$ cat src/hsd_pkg.sv
`timescale 1ns / 1ps
// Shared register codes and reset values for the line fit detector.
package hsd_pkg;

  localparam int DATA_W = 16;

  localparam logic [1:0] REG_THRESHOLD  = 2'd0;
  localparam logic [1:0] REG_MIN_POINTS = 2'd1;
  localparam logic [1:0] REG_CMD_LOW    = 2'd2;
  localparam logic [1:0] REG_CMD_HIGH   = 2'd3;

  localparam logic [15:0] THRESHOLD_RST  = 16'd20;
  localparam logic [7:0]  MIN_POINTS_RST = 8'd10;
  localparam logic [15:0] CMD_LOW_RST    = 16'd0;
  localparam logic [15:0] CMD_HIGH_RST   = 16'hFFFF;

  localparam logic [20:0] PRED_LIMIT = 21'h100000;

  typedef struct packed {
    logic start;
    logic done;
  } seq_ctl_t;

endpackage

$ cat src/hsd_mul.sv
`timescale 1ns / 1ps
// Bit-serial shift-add multiplier, one multiplier bit per cycle.
module hsd_mul
  import hsd_pkg::*;
#(
  parameter int A_W = 48,
  parameter int B_W = 24
) (
  input  logic                 clk,
  input  logic                 rst,
  input  logic                 start,
  input  logic [A_W-1:0]       a,
  input  logic [B_W-1:0]       b,
  output seq_ctl_t             ctl,
  output logic [A_W+B_W-1:0]   prod
);

  localparam int CW = $clog2(B_W + 1);

  logic [A_W-1:0]     a_hold;
  logic [CW-1:0]      cnt;
  logic               busy;
  logic               done;
  logic [A_W:0]       hi;
  logic [A_W+B_W-1:0] prod_next;

  assign hi = {1'b0, prod[A_W+B_W-1:B_W]} + (prod[0] ? {1'b0, a_hold} : '0);
  assign prod_next = {hi, prod[B_W-1:1]};
  assign ctl.start = start;
  assign ctl.done = done;

  always_ff @(posedge clk) begin
    if (rst) begin
      busy <= 1'b0;
      done <= 1'b0;
      cnt <= '0;
    end else begin
      done <= 1'b0;
      if (start) begin
        a_hold <= a;
        prod <= {{A_W{1'b0}}, b};
        cnt <= CW'(B_W);
        busy <= 1'b1;
      end else if (busy) begin
        prod <= prod_next;
        cnt <= cnt - 1'b1;
        if (cnt == CW'(1)) begin
          busy <= 1'b0;
          done <= 1'b1;
        end
      end
    end
  end

endmodule

$ cat src/hsd_div.sv
`timescale 1ns / 1ps
// Restoring divider, one quotient bit per cycle, rounded half away from zero.
module hsd_div
  import hsd_pkg::*;
#(
  parameter int N_W = 73,
  parameter int D_W = 56
) (
  input  logic           clk,
  input  logic           rst,
  input  logic           start,
  input  logic [N_W-1:0] num,
  input  logic [D_W-1:0] den,
  output seq_ctl_t       ctl,
  output logic [N_W-1:0] quot
);

  localparam int CW = $clog2(N_W + 1);

  logic [N_W-1:0] work;
  logic [D_W-1:0] rem;
  logic [D_W-1:0] den_h;
  logic [CW-1:0]  cnt;
  logic           busy;
  logic           done;
  logic [D_W:0]   sh;
  logic           ge;
  logic           rnd;

  assign sh = {rem, work[N_W-1]};
  assign ge = sh >= {1'b0, den_h};
  assign rnd = {rem, 1'b0} >= {1'b0, den_h};
  assign quot = work + N_W'(rnd);
  assign ctl.start = start;
  assign ctl.done = done;

  always_ff @(posedge clk) begin
    if (rst) begin
      busy <= 1'b0;
      done <= 1'b0;
      cnt <= '0;
    end else begin
      done <= 1'b0;
      if (start) begin
        work <= num;
        den_h <= den;
        rem <= '0;
        cnt <= CW'(N_W);
        busy <= 1'b1;
      end else if (busy) begin
        rem <= ge ? D_W'(sh - {1'b0, den_h}) : sh[D_W-1:0];
        work <= {work[N_W-2:0], ge};
        cnt <= cnt - 1'b1;
        if (cnt == CW'(1)) begin
          busy <= 1'b0;
          done <= 1'b1;
        end
      end
    end
  end

endmodule

$ cat src/hard_stop_line_fit_detector.sv
`timescale 1ns / 1ps
// Top level: least-squares line fit hard stop detector for an actuator sweep.
//
//  channel  | handshake           | payload
//  ---------+---------------------+---------------------------------------------
//  in       | in_valid/in_ready   | start_sweep, commanded_pos, reading
//  out      | out_valid/out_ready | predicted_reading, residual, stop_found,
//           |                     | out_of_bounds, stop_command, stop_reading
//  config   | APB psel/penable    | paddr, pwdata, prdata, pready
//
// One item at a time. A fitted point makes ten passes through the serial multiplier
// and one through the serial divider. With a full store the first two passes are
// skipped. Out-of-range and ignored steps go from the check straight to the output.
// Synchronous reset clears counts, sums, history and the done flag.
// A waiting result does not block acceptance; a finished result holds until
// the output register frees.
module hard_stop_line_fit_detector
  import hsd_pkg::*;
#(
  parameter int MAX_POINTS = 128
) (
  input  logic        clk,
  input  logic        rst,
  input  logic        in_valid,
  output logic        in_ready,
  input  logic        start_sweep,
  input  logic [15:0] commanded_pos,
  input  logic [15:0] reading,
  output logic        out_valid,
  input  logic        out_ready,
  output logic [15:0] predicted_reading,
  output logic [15:0] residual,
  output logic        stop_found,
  output logic        out_of_bounds,
  output logic [15:0] stop_command,
  output logic [15:0] stop_reading,
  input  logic        psel,
  input  logic        penable,
  input  logic        pwrite,
  input  logic [3:0]  paddr,
  input  logic [31:0] pwdata,
  output logic [31:0] prdata,
  output logic        pready
);

  localparam int CNT_W = $clog2(MAX_POINTS + 1);
  localparam int SX_W  = 16 + CNT_W;
  localparam int SXX_W = 32 + CNT_W;
  localparam int MA_W  = 32 + 2 * CNT_W;
  localparam int MB_W  = 16 + CNT_W;
  localparam int PR_W  = MA_W + MB_W;
  localparam int NUM_W = PR_W + 1;
  localparam int DV_W  = MA_W + CNT_W;

  localparam logic [2:0] S_IDLE  = 3'd0;
  localparam logic [2:0] S_CHECK = 3'd1;
  localparam logic [2:0] S_MWAIT = 3'd2;
  localparam logic [2:0] S_FIT   = 3'd3;
  localparam logic [2:0] S_DWAIT = 3'd4;
  localparam logic [2:0] S_RES   = 3'd5;
  localparam logic [2:0] S_OUT   = 3'd6;

  localparam logic [3:0] OP_XY   = 4'd0;
  localparam logic [3:0] OP_XX   = 4'd1;
  localparam logic [3:0] OP_NXX  = 4'd2;
  localparam logic [3:0] OP_SXSX = 4'd3;
  localparam logic [3:0] OP_NXY  = 4'd4;
  localparam logic [3:0] OP_SXSY = 4'd5;
  localparam logic [3:0] OP_NX   = 4'd6;
  localparam logic [3:0] OP_AB   = 4'd7;
  localparam logic [3:0] OP_SYD  = 4'd8;
  localparam logic [3:0] OP_ND   = 4'd9;

  logic [2:0] state;
  logic [3:0] mop;

  logic [15:0] threshold;
  logic [7:0]  min_points;
  logic [15:0] cmd_low;
  logic [15:0] cmd_high;

  logic [15:0]      x;
  logic [15:0]      y;
  logic [CNT_W-1:0] cnt;
  logic [SX_W-1:0]  sx;
  logic [SX_W-1:0]  sy;
  logic [SXX_W-1:0] sxy;
  logic [SXX_W-1:0] sxx;
  logic [15:0]      rc [3];
  logic [15:0]      rr [3];
  logic [2:0]       rf;
  logic             sweep_done;

  logic [MA_W-1:0]  t1;
  logic [MA_W-1:0]  dreg;
  logic [MA_W-1:0]  amag;
  logic             aneg;
  logic [MB_W-1:0]  bmag;
  logic             bneg;
  logic [PR_W-1:0]  term1;
  logic [NUM_W-1:0] num;
  logic             neg;
  logic             degen;
  logic [20:0]      q;

  logic        res_stop;
  logic        res_oob;
  logic [15:0] res_pred;
  logic [15:0] res_resid;
  logic [15:0] res_cmd;
  logic [15:0] res_read;

  logic             mul_start;
  logic             mul_start_next;
  logic [MA_W-1:0]  op_a;
  logic [MB_W-1:0]  op_b;
  seq_ctl_t         mul_ctl;
  logic [PR_W-1:0]  prod;
  logic [MA_W-1:0]  prod_a;

  logic             div_start;
  logic             div_start_next;
  seq_ctl_t         div_ctl;
  logic [NUM_W-1:0] quot;

  logic signed [22:0] p_s;
  logic signed [22:0] diff;
  logic [22:0]        absd;
  logic [15:0]        fit_resid;
  logic [15:0]        fit_pred;
  logic               exceed;
  logic               stop_hit;
  logic               cmd_oob;
  logic               oob_hit;

  assign pready = 1'b1;
  assign in_ready = (state == S_IDLE);
  assign prod_a = prod[MA_W-1:0];
  assign cmd_oob = (x < cmd_low) || (x > cmd_high);
  assign oob_hit = !sweep_done && cmd_oob;

  always_comb begin
    case (paddr[3:2])
      REG_THRESHOLD:  prdata = {16'd0, threshold};
      REG_MIN_POINTS: prdata = {24'd0, min_points};
      REG_CMD_LOW:    prdata = {16'd0, cmd_low};
      REG_CMD_HIGH:   prdata = {16'd0, cmd_high};
      default:        prdata = 32'd0;
    endcase
  end

  always_comb begin
    case (mop)
      OP_XY: begin
        op_a = MA_W'(x);
        op_b = MB_W'(y);
      end
      OP_XX: begin
        op_a = MA_W'(x);
        op_b = MB_W'(x);
      end
      OP_NXX: begin
        op_a = MA_W'(sxx);
        op_b = MB_W'(cnt);
      end
      OP_SXSX: begin
        op_a = MA_W'(sx);
        op_b = MB_W'(sx);
      end
      OP_NXY: begin
        op_a = MA_W'(sxy);
        op_b = MB_W'(cnt);
      end
      OP_SXSY: begin
        op_a = MA_W'(sx);
        op_b = MB_W'(sy);
      end
      OP_NX: begin
        op_a = MA_W'(x);
        op_b = MB_W'(cnt);
      end
      OP_AB: begin
        op_a = amag;
        op_b = bmag;
      end
      OP_SYD: begin
        op_a = dreg;
        op_b = MB_W'(sy);
      end
      OP_ND: begin
        op_a = dreg;
        op_b = MB_W'(cnt);
      end
      default: begin
        op_a = '0;
        op_b = '0;
      end
    endcase
  end

  always_comb begin
    mul_start_next = 1'b0;
    div_start_next = 1'b0;
    case (state)
      S_CHECK: mul_start_next = oob_hit ? 1'b0
                                        : (!sweep_done && (cnt < CNT_W'(MAX_POINTS)));
      S_FIT: mul_start_next = (cnt >= CNT_W'(2));
      S_MWAIT: begin
        if (mul_ctl.done) begin
          case (mop)
            OP_XY, OP_NXX, OP_NXY, OP_SXSY, OP_NX, OP_AB, OP_SYD: mul_start_next = 1'b1;
            OP_SXSX: mul_start_next = (t1 > prod_a);
            OP_ND:   div_start_next = 1'b1;
            default: mul_start_next = 1'b0;
          endcase
        end
      end
      default: mul_start_next = 1'b0;
    endcase
  end

  hsd_mul #(
    .A_W(MA_W),
    .B_W(MB_W)
  ) u_mul (
    .clk  (clk),
    .rst  (rst),
    .start(mul_start),
    .a    (op_a),
    .b    (op_b),
    .ctl  (mul_ctl),
    .prod (prod)
  );

  hsd_div #(
    .N_W(NUM_W),
    .D_W(DV_W)
  ) u_div (
    .clk  (clk),
    .rst  (rst),
    .start(div_start),
    .num  (num),
    .den  (prod[DV_W-1:0]),
    .ctl  (div_ctl),
    .quot (quot)
  );

  always_comb begin
    p_s = neg ? -$signed({2'b00, q}) : $signed({2'b00, q});
    diff = $signed({7'd0, y}) - p_s;
    absd = diff[22] ? 23'(-diff) : 23'(diff);
    if (degen) begin
      fit_resid = 16'd0;
      fit_pred = y;
    end else begin
      fit_resid = (absd > 23'd65535) ? 16'hFFFF : absd[15:0];
      if (p_s[22]) begin
        fit_pred = 16'd0;
      end else if (p_s > 23'sd65535) begin
        fit_pred = 16'hFFFF;
      end else begin
        fit_pred = p_s[15:0];
      end
    end
    exceed = fit_resid > threshold;
    stop_hit = (16'(cnt) >= 16'(min_points)) && rf[1] && rf[2] && exceed;
  end

  always_ff @(posedge clk) begin
    if (rst) begin
      threshold <= THRESHOLD_RST;
      min_points <= MIN_POINTS_RST;
      cmd_low <= CMD_LOW_RST;
      cmd_high <= CMD_HIGH_RST;
    end else if (psel && penable && pwrite) begin
      case (paddr[3:2])
        REG_THRESHOLD:  threshold <= pwdata[15:0];
        REG_MIN_POINTS: min_points <= pwdata[7:0];
        REG_CMD_LOW:    cmd_low <= pwdata[15:0];
        REG_CMD_HIGH:   cmd_high <= pwdata[15:0];
        default:        ;
      endcase
    end
  end

  always_ff @(posedge clk) begin
    if (rst) begin
      state <= S_IDLE;
      mop <= OP_XY;
      mul_start <= 1'b0;
      div_start <= 1'b0;
      out_valid <= 1'b0;
      cnt <= '0;
      sx <= '0;
      sy <= '0;
      sxy <= '0;
      sxx <= '0;
      rf <= '0;
      rc[0] <= '0;
      rc[1] <= '0;
      rc[2] <= '0;
      rr[0] <= '0;
      rr[1] <= '0;
      rr[2] <= '0;
      sweep_done <= 1'b0;
    end else begin
      mul_start <= mul_start_next;
      div_start <= div_start_next;
      if (out_valid && out_ready && (state != S_OUT)) begin
        out_valid <= 1'b0;
      end
      case (state)
        S_IDLE: begin
          if (in_valid) begin
            x <= commanded_pos;
            y <= reading;
            if (start_sweep) begin
              cnt <= '0;
              sx <= '0;
              sy <= '0;
              sxy <= '0;
              sxx <= '0;
              rf <= '0;
              rc[0] <= '0;
              rc[1] <= '0;
              rc[2] <= '0;
              rr[0] <= '0;
              rr[1] <= '0;
              rr[2] <= '0;
              sweep_done <= 1'b0;
            end
            state <= S_CHECK;
          end
        end
        S_CHECK: begin
          res_stop <= 1'b0;
          res_oob <= oob_hit;
          res_pred <= '0;
          res_resid <= '0;
          res_cmd <= (oob_hit && (cnt != '0)) ? rc[2] : '0;
          res_read <= (oob_hit && (cnt != '0)) ? rr[2] : '0;
          if (sweep_done) begin
            state <= S_OUT;
          end else if (cmd_oob) begin
            sweep_done <= 1'b1;
            state <= S_OUT;
          end else if (cnt < CNT_W'(MAX_POINTS)) begin
            mop <= OP_XY;
            state <= S_MWAIT;
          end else begin
            state <= S_FIT;
          end
        end
        S_FIT: begin
          if (cnt < CNT_W'(2)) begin
            degen <= 1'b1;
            state <= S_RES;
          end else begin
            mop <= OP_NXX;
            state <= S_MWAIT;
          end
        end
        S_MWAIT: begin
          if (mul_ctl.done) begin
            mop <= mop + 1'b1;
            case (mop)
              OP_XY: t1 <= prod_a;
              OP_XX: begin
                cnt <= cnt + 1'b1;
                sx <= sx + SX_W'(x);
                sy <= sy + SX_W'(y);
                sxy <= sxy + SXX_W'(t1);
                sxx <= sxx + SXX_W'(prod_a);
                state <= S_FIT;
              end
              OP_NXX: t1 <= prod_a;
              OP_SXSX: begin
                if (t1 <= prod_a) begin
                  degen <= 1'b1;
                  state <= S_RES;
                end else begin
                  dreg <= t1 - prod_a;
                end
              end
              OP_NXY: t1 <= prod_a;
              OP_SXSY: begin
                aneg <= t1 < prod_a;
                amag <= (t1 < prod_a) ? prod_a - t1 : t1 - prod_a;
              end
              OP_NX: begin
                bneg <= prod[MB_W-1:0] < sx;
                bmag <= (prod[MB_W-1:0] < sx) ? sx - prod[MB_W-1:0]
                                             : prod[MB_W-1:0] - sx;
              end
              OP_AB: term1 <= prod;
              OP_SYD: begin
                if (aneg != bneg) begin
                  if (prod < term1) begin
                    num <= NUM_W'(term1 - prod);
                    neg <= 1'b1;
                  end else begin
                    num <= NUM_W'(prod - term1);
                    neg <= 1'b0;
                  end
                end else begin
                  num <= NUM_W'(term1) + NUM_W'(prod);
                  neg <= 1'b0;
                end
              end
              OP_ND: begin
                state <= S_DWAIT;
              end
              default: ;
            endcase
          end
        end
        S_DWAIT: begin
          if (div_ctl.done) begin
            q <= (quot > NUM_W'(PRED_LIMIT)) ? PRED_LIMIT : quot[20:0];
            degen <= 1'b0;
            state <= S_RES;
          end
        end
        S_RES: begin
          res_pred <= fit_pred;
          res_resid <= fit_resid;
          rc[0] <= rc[1];
          rc[1] <= rc[2];
          rc[2] <= x;
          rr[0] <= rr[1];
          rr[1] <= rr[2];
          rr[2] <= y;
          rf <= {exceed, rf[2:1]};
          if (stop_hit) begin
            res_stop <= 1'b1;
            res_cmd <= rc[1];
            res_read <= rr[1];
            sweep_done <= 1'b1;
          end
          state <= S_OUT;
        end
        S_OUT: begin
          if (!out_valid || out_ready) begin
            out_valid <= 1'b1;
            predicted_reading <= res_pred;
            residual <= res_resid;
            stop_found <= res_stop;
            out_of_bounds <= res_oob;
            stop_command <= res_cmd;
            stop_reading <= res_read;
            state <= S_IDLE;
          end
        end
        default: state <= S_IDLE;
      endcase
    end
  end

endmodule

$ cat config.mk
export PLATFORM = sky130hd
export DESIGN_NAME = hard_stop_line_fit_detector
export DESIGN_NICKNAME = d
export VERILOG_FILES = /design/src/hsd_pkg.sv /design/src/hsd_mul.sv /design/src/hsd_div.sv /design/src/hard_stop_line_fit_detector.sv
export SDC_FILE = /design/constraint.sdc
export NUM_CORES = 2
export LEC_CHECK = 0
export BUFFER_PORTS_ARGS = -buffer_cell sky130_fd_sc_hd__buf_2
export CAP_MARGIN = 20
export CORE_ASPECT_RATIO = 0.75
export CORE_MARGIN = 5
export CORE_UTILIZATION = 50
export CTS_CLUSTER_DIAMETER = 30
export DETAILED_ROUTE_END_ITERATION = 6
export GPL_TIMING_DRIVEN = 0
export MAX_ROUTING_LAYER = met4
export PLACE_DENSITY = 0.66
export SKIP_LAST_GASP = 1
export SYNTH_ARGS = -nofsm -noshare
export SYNTH_HDL_FRONTEND = slang
export SYNTH_SLANG_ARGS = --single-unit
$ cat constraint.sdc
create_clock -name clk -period 9 [get_ports clk]
set_input_delay 1.8 -clock clk [delete_from_list [all_inputs] [get_ports clk]]
set_output_delay 1.8 -clock clk [all_outputs]
set_load 0.02 [all_outputs]
After elaboration in Yosys (flattened, before gate mapping). Memory sizes are Yosys's and may differ from the RTL's. Cells that the tools add are included.

Divide/modulo/power cells: 0. Add/sub/neg operators: 21. Reduce and logical (&&, ||, !) cells: 64. Shift operators: 0. Multipliers: 0. Equality and inequality tests: 38. Mux-type cells: 126. $lt $le $gt $ge: 17. Bitwise operators: 18.

Operator list (number): two-way mux 16 bit (21); two-way mux 73 bit (4); case mux 48 bit (6 select lines) (1); two-way mux 40 bit (6); two-way mux 24 bit (8); case mux 40 bit (2 select lines) (2); subtractor 72 x 72 -> 73 bit (2); case mux 24 bit (6 select lines) (1); case mux 16 bit (2 select lines) (4); case mux 32 bit (4 select lines) (1); greater-or-equal comparator 57 x 56 -> 1 bit (2); two-way mux 56 bit (2); two-way mux 48 bit (2); case mux 24 bit (2 select lines) (2); subtractor 48 bit (2); adder 40 bit (2); adder 72 x 72 -> 73 bit (1); adder 73 x 1 -> 73 bit (1); > comparator 73 x 21 -> 1 bit, second input constant (1); < comparator 72 bit (1); two-way mux 72 bit (1); subtractor 56 bit (1); adder 48 x 49 -> 49 bit (1); adder 24 x 16 -> 24 bit (2); other kinds (71) (213).

Bits in read-only memories: 0. RAM bits: 96. Output and inout bits: 101. Register bits after elaboration: 1029. Logic and storage cells: 341. Bits in latches: 0. Memories kept: 2.

Memories: rc (depth 3, width 16, read ports 2, clocked after Yosys merged registers in 0, wr ports 3, RTL line hard_stop_line_fit_detector.sv:89) `logic [15:0] rc [3];`; rr (depth 3, width 16, read ports 2, clocked after Yosys merged registers in 0, wr ports 3, RTL line hard_stop_line_fit_detector.sv:90) `logic [15:0] rr [3];`.

Logic depth before layout (Yosys ltp).
Word-level depth: 12. Depth in mapped cells: 33.

Cells and area by module. A second synthesis with hierarchy kept.

Cell total of the unflattened synthesis: 8648. Area total of the unflattened synthesis: 78851.9 um^2.

By module, submodules not included: hard_stop_line_fit_detector (times used 1, area an instance 58511.1 um^2, sequential area each 21100.2 um^2, cells each 6663); hsd_div (times used 1, area an instance 12883.6 um^2, sequential area each 5735.5 um^2, cells each 1306); hsd_mul (times used 1, area an instance 7457.2 um^2, sequential area each 3743.6 um^2, cells each 679).

Least setup slack after synthesis. Ideal clock, no wire load.

Kind: input to register. From: input port rst. To: register u_div.rem[0], enable pin. Data arrival time: 7.584 ns. Setup time: 0.619 ns. Slack: 0.796 ns. Required time: 8.381 ns. Stages on the path: 3. Path through: clkbuf_1 > clkbuf_1 > nor2_1.

Word-level cells in the longest chain between the ends: 2.

RTL lines: start: declaration (RTL line hard_stop_line_fit_detector.sv:23) `input logic rst,`; inverter 1 bit (no source line); AND reduction 2 bit (no source line); end signal: assignment (RTL line hsd_div.sv:51) `rem <= ge ? D_W'(sh - {1'b0, den_h}) : sh[D_W-1:0];`; end: declaration (RTL line hsd_div.sv:21) `logic [D_W-1:0] rem;`.

Every way passes these cells. A chain may end at the register's enable or synchronous reset.

Final worst setup path.
From: register u_mul.prod[0]. To: register num[69] (data pin).

Word-level cells in the longest chain between the ends: 3. Elaborated cells between the ends (all ways): 6.

RTL lines: start: declaration (RTL line hsd_mul.sv:15) `output logic [A_W+B_W-1:0] prod`; start signal: assignment (RTL line hsd_mul.sv:41) `prod <= {{A_W{1'b0}}, b};`; start signal: assignment (RTL line hsd_mul.sv:45) `prod <= prod_next;`; subtractor 72 x 72 -> 73 bit, or another cell as far along (RTL line hard_stop_line_fit_detector.sv:402) `num <= NUM_W'(prod - term1);`; two-way mux 73 bit (RTL line hard_stop_line_fit_detector.sv:398) `if (prod < term1) begin`; two-way mux 73 bit * (RTL line hard_stop_line_fit_detector.sv:397) `if (aneg != bneg) begin`; end signal: assignment (RTL line hard_stop_line_fit_detector.sv:399) `num <= NUM_W'(term1 - prod);`; end signal: assignment (RTL line hard_stop_line_fit_detector.sv:402); end signal: assignment (RTL line hard_stop_line_fit_detector.sv:406) `num <= NUM_W'(term1) + NUM_W'(prod);`; end: declaration (RTL line hard_stop_line_fit_detector.sv:101) `logic [NUM_W-1:0] num;`.

Mark *: on every way between the ends. The rest lies on a longest branch, timed or not.

==> qor.yml <==
clock_network:
  clkLatencyLatePin_ps: 850
  cts_buffers: 220
  ctsHoldBuffers: 0
  ctsRootBufferMaster: "clkbuf_16"
  post-cts-setup-buffers: 0
  cts.clk_slew.worst_paths_ps: 60
  cts_tree: "done"
  h-tree-depth: 4
  cts.sinks: 1092
  ctsLongestPathBuffers: 3
worst_setup_path:
  critPathTopFamily: "compound AO/OA/AOI/OAI gates"
  crit_buf_inv: 5
  end_kind: "flip-flop"
  critPathArrivalTime_ps: 9170
  path_class: "flip-flop to flip-flop"
  cp_max_fo: 10
  cpPeakStageDelay_ps: 910
  cp_slowest_cell: "clkbuf_1"
  startpoint_type: "flip-flop"
  crit_chain: "buf_16 -> clkbuf_1 -> inv_1 -> ha_1 -> nor2b_1 -> o221ai_1 -> a211oi_1 -> o21ai_0 -> a21oi_1 -> o211ai_1 -> nand2_1 -> clkbuf_1 -> clkbuf_1 -> o21ai_0 -> o21ai_0 -> xnor2_1"
  required_ps: 9570
outcome:
  outcome: "complete, no violations"
flow_run:
  maxCapViolCount: 0
sta:
  grt_setup_unrepaired: "no"
  tightest_slew_ps: 1230
  post-route-period-util_pct: 95.6
  slew_violations: 0
  setup_viol: 0
  maxSlewHeadroom_pct: 16.8
  skew_ps: 41.9
  fin_crit_ps: 8600
  fmax_ghz: 0.116
  hold_viol: 0
grt:
  grt_usage_pct: 38.9
  grt_pass1_wl_um: 463000
  grt_max_degree: 74
  grt_antenna_before_repair: 24
  grt_pass1_vias: 67886
  grt-ovfl-total: 0
placement:
  place_congestion: 1.07
  placed_cells: 10890
  port_buffers: 140
  place_area_um2: 82600
  dp_hpwl_um: 260000
route:
  dr.first_iter.drc_count: 10755
  num_vias: 73469
  drt-total-wl_um: 324000
  vias_per_cell: 6.49
  wl_per_cell_um: 28.6
  dr.pass1.iters: 7
  ant_nets: 0
  drc: 0
synthesis:
  synth_edf_count: 871
  yosysTopAreaCellShare_pct: 33.3
  synth_area_um2: 78500
  ys.warnings.count: 0
  synth_cell_types: 93
  yosysTopAreaCell: "edfxtp_1"
  synthCells: 8597
  ys_seq_elements: 1092
  synth_ff_type: "edfxtp_1"
  ys_seq_area_share_pct: 39.0
  avgSynthCellArea_um2: 9.13
  synthArstFlopShare_pct: 0
  synth_area_leaders: "edfxtp_1, ha_1, dfxtp_1"
floorplan:
  std_cell_rows: 125
  die_h_um: 353
  ioPinCount: 177
  core-area_um2: 155000
  dieArea_um2: 165000
  initial_core_util_pct: 50.5
  chipWidth_um: 468
layout:
  layout.nets: 9774
  stdcell_count: 11326
  nFillCells: 13797
  area_growth_pct: 15.1
  fin_area_um2: 90300
  drive_gt1_share_pct: 8.81
worst_hold_path:
  hold_class: "flip-flop to flip-flop"
pwr:
  power.total_mw: 18.2
  ir_drop_uv: 232
  power_density_nw_per_um2: 202
  leakagePower_nw: 36.2
-- synth_stat cells, types with 19 or more instances --
master / n
o21a_1: 64
clkbuf_1: 356
mux2i_1: 104
a211oi_1: 99
a22o_1: 55
a31oi_1: 97
or3_1: 51
a311oi_1: 22
o22ai_1: 39
nand2_1: 630
a221oi_1: 23
inv_1: 540
edfxtp_1: 871
nand2b_1: 79
nor4_1: 59
nand3_1: 149
a21boi_0: 31
or4_1: 19
or2_2: 40
o21bai_1: 132
o221ai_1: 21
nor2_1: 717
dfxtp_1: 221
o21ai_0: 504
a21o_1: 266
a22oi_1: 163
buf_1: 38
nor2b_1: 75
a211o_1: 22
o31ai_1: 60
xor2_1: 173
and3_1: 144
xnor2_1: 277
mux2_2: 87
nand4_1: 125
a21oi_1: 877
o211ai_1: 76
a221o_1: 23
nor3_1: 175
and2_1: 84
ha_1: 657
-- cells in the final DEF, fill, tap and decap left out, drive strengths merged, types with 76 or more instances in the layout --
master	count
a22oi	164
a211oi	100
a21oi	878
a31oi	97
nor2	717
clkbuf	605
a21o	266
o211ai	76
buf	260
nand2	630
mux2i	104
and2	88
clkinv	80
nor3	175
inv	601
mux2	87
o21ai	511
nand4	125
dfxtp	221
o21bai	132
xnor2	277
and3	144
edfxtp	871
xor2	173
ha	657
nand3	149
nand2b	79
-- where the power goes --
part	total, mW	internal (mW)	switching [mW]
logic	3.81	1.20	2.62
registers	6.22	5.83	0.391
clock network	8.19	5.08	3.11
total	18.2	12.1	6.12
-- state kept, by name, indices dropped and copies added (netlist names), 21 cells and up --
name          cells
rr               32
bmag             24
sxx              40
sx               24
dreg             48
u_mul.a_hold     48
u_div.rem        56
sy               24
rc               32
num              73
t1               48
amag             48
u_mul.prod       72
u_div.den_h      56
term1            72
u_div.work       73
q                21
sxy              40
-- kinds of logic (layout without fill, tap and decap cells) --
group / Yosys count / count (layout) / share of synthesized area, %
AOI/OAI and AO/OA: 2780 / 2780 / 22.7
and+or+nand+nor: 2431 / 2431 / 14.8
DFF: 1092 / 1092 / 39.0
buffers and inverters: 972 / 1584 / 4.82
adders and majority gates: 671 / 671 / 10.8
xor gates and xnor gates: 450 / 450 / 5.02
muxes: 199 / 199 / 2.80
other: 2 / 24 / 0.00957
-- timing repair --
action | CTS | global route
setup endpoints to repair | 0 | 34
gates resized for setup | 0 | 4
endpoints found under the hold margin | 0 | 0
-- area by class of cell --
| class | instances | area (µm²) | area share (%) |
|---|---|---|---|
| Clock buffer | 244 | 5730 | 6.34 |
| Buffer | 428 | 1750 | 1.94 |
| Sequential cell | 1092 | 30600 | 33.9 |
| Clock inverter | 175 | 1820 | 2.01 |
| Tap cell | 2095 | 2620 | 2.90 |
| Timing Repair Buffer | 193 | 1490 | 1.64 |
| Multi-Input combinational cell | 6548 | 44300 | 49.0 |
| Inverter | 544 | 2040 | 2.26 |
| Antenna cell | 7 | 17.5 | 0.0194 |
-- per-layer routing --
layer,vias to the layer above,track usage (%),wire [µm]
li1,32769,-,-
met1,35534,56.2,141000
met2,4555,49.9,124000
met3,611,14.1,46400
met4,0,12.5,12000
met5,-,-,0
-- final timing paths --
path                  from                to  slack (ps)  cells after the start
max          u_mul.prod[0]           num[69]         400                     16
min           res_read[11]  stop_reading[11]         410                      0
max reg2reg  u_mul.prod[0]           num[69]         400                     16
min reg2reg   res_read[11]  stop_reading[11]         410                      0
-- stage by stage --
stage	hold WS [ps]	util, %	setup WS, ps	TNS, ps
3_5_place_dp	405	53.1	296	0
6_report	411	58.1	395	0
5_1_grt	408	58.1	24.2	0
2_1_floorplan	400	-	796	0
3_3_place_gp	401	52.7	-3390	-504830
4_1_cts	412	58.0	217	0
Power figures use the tool's default switching activity.
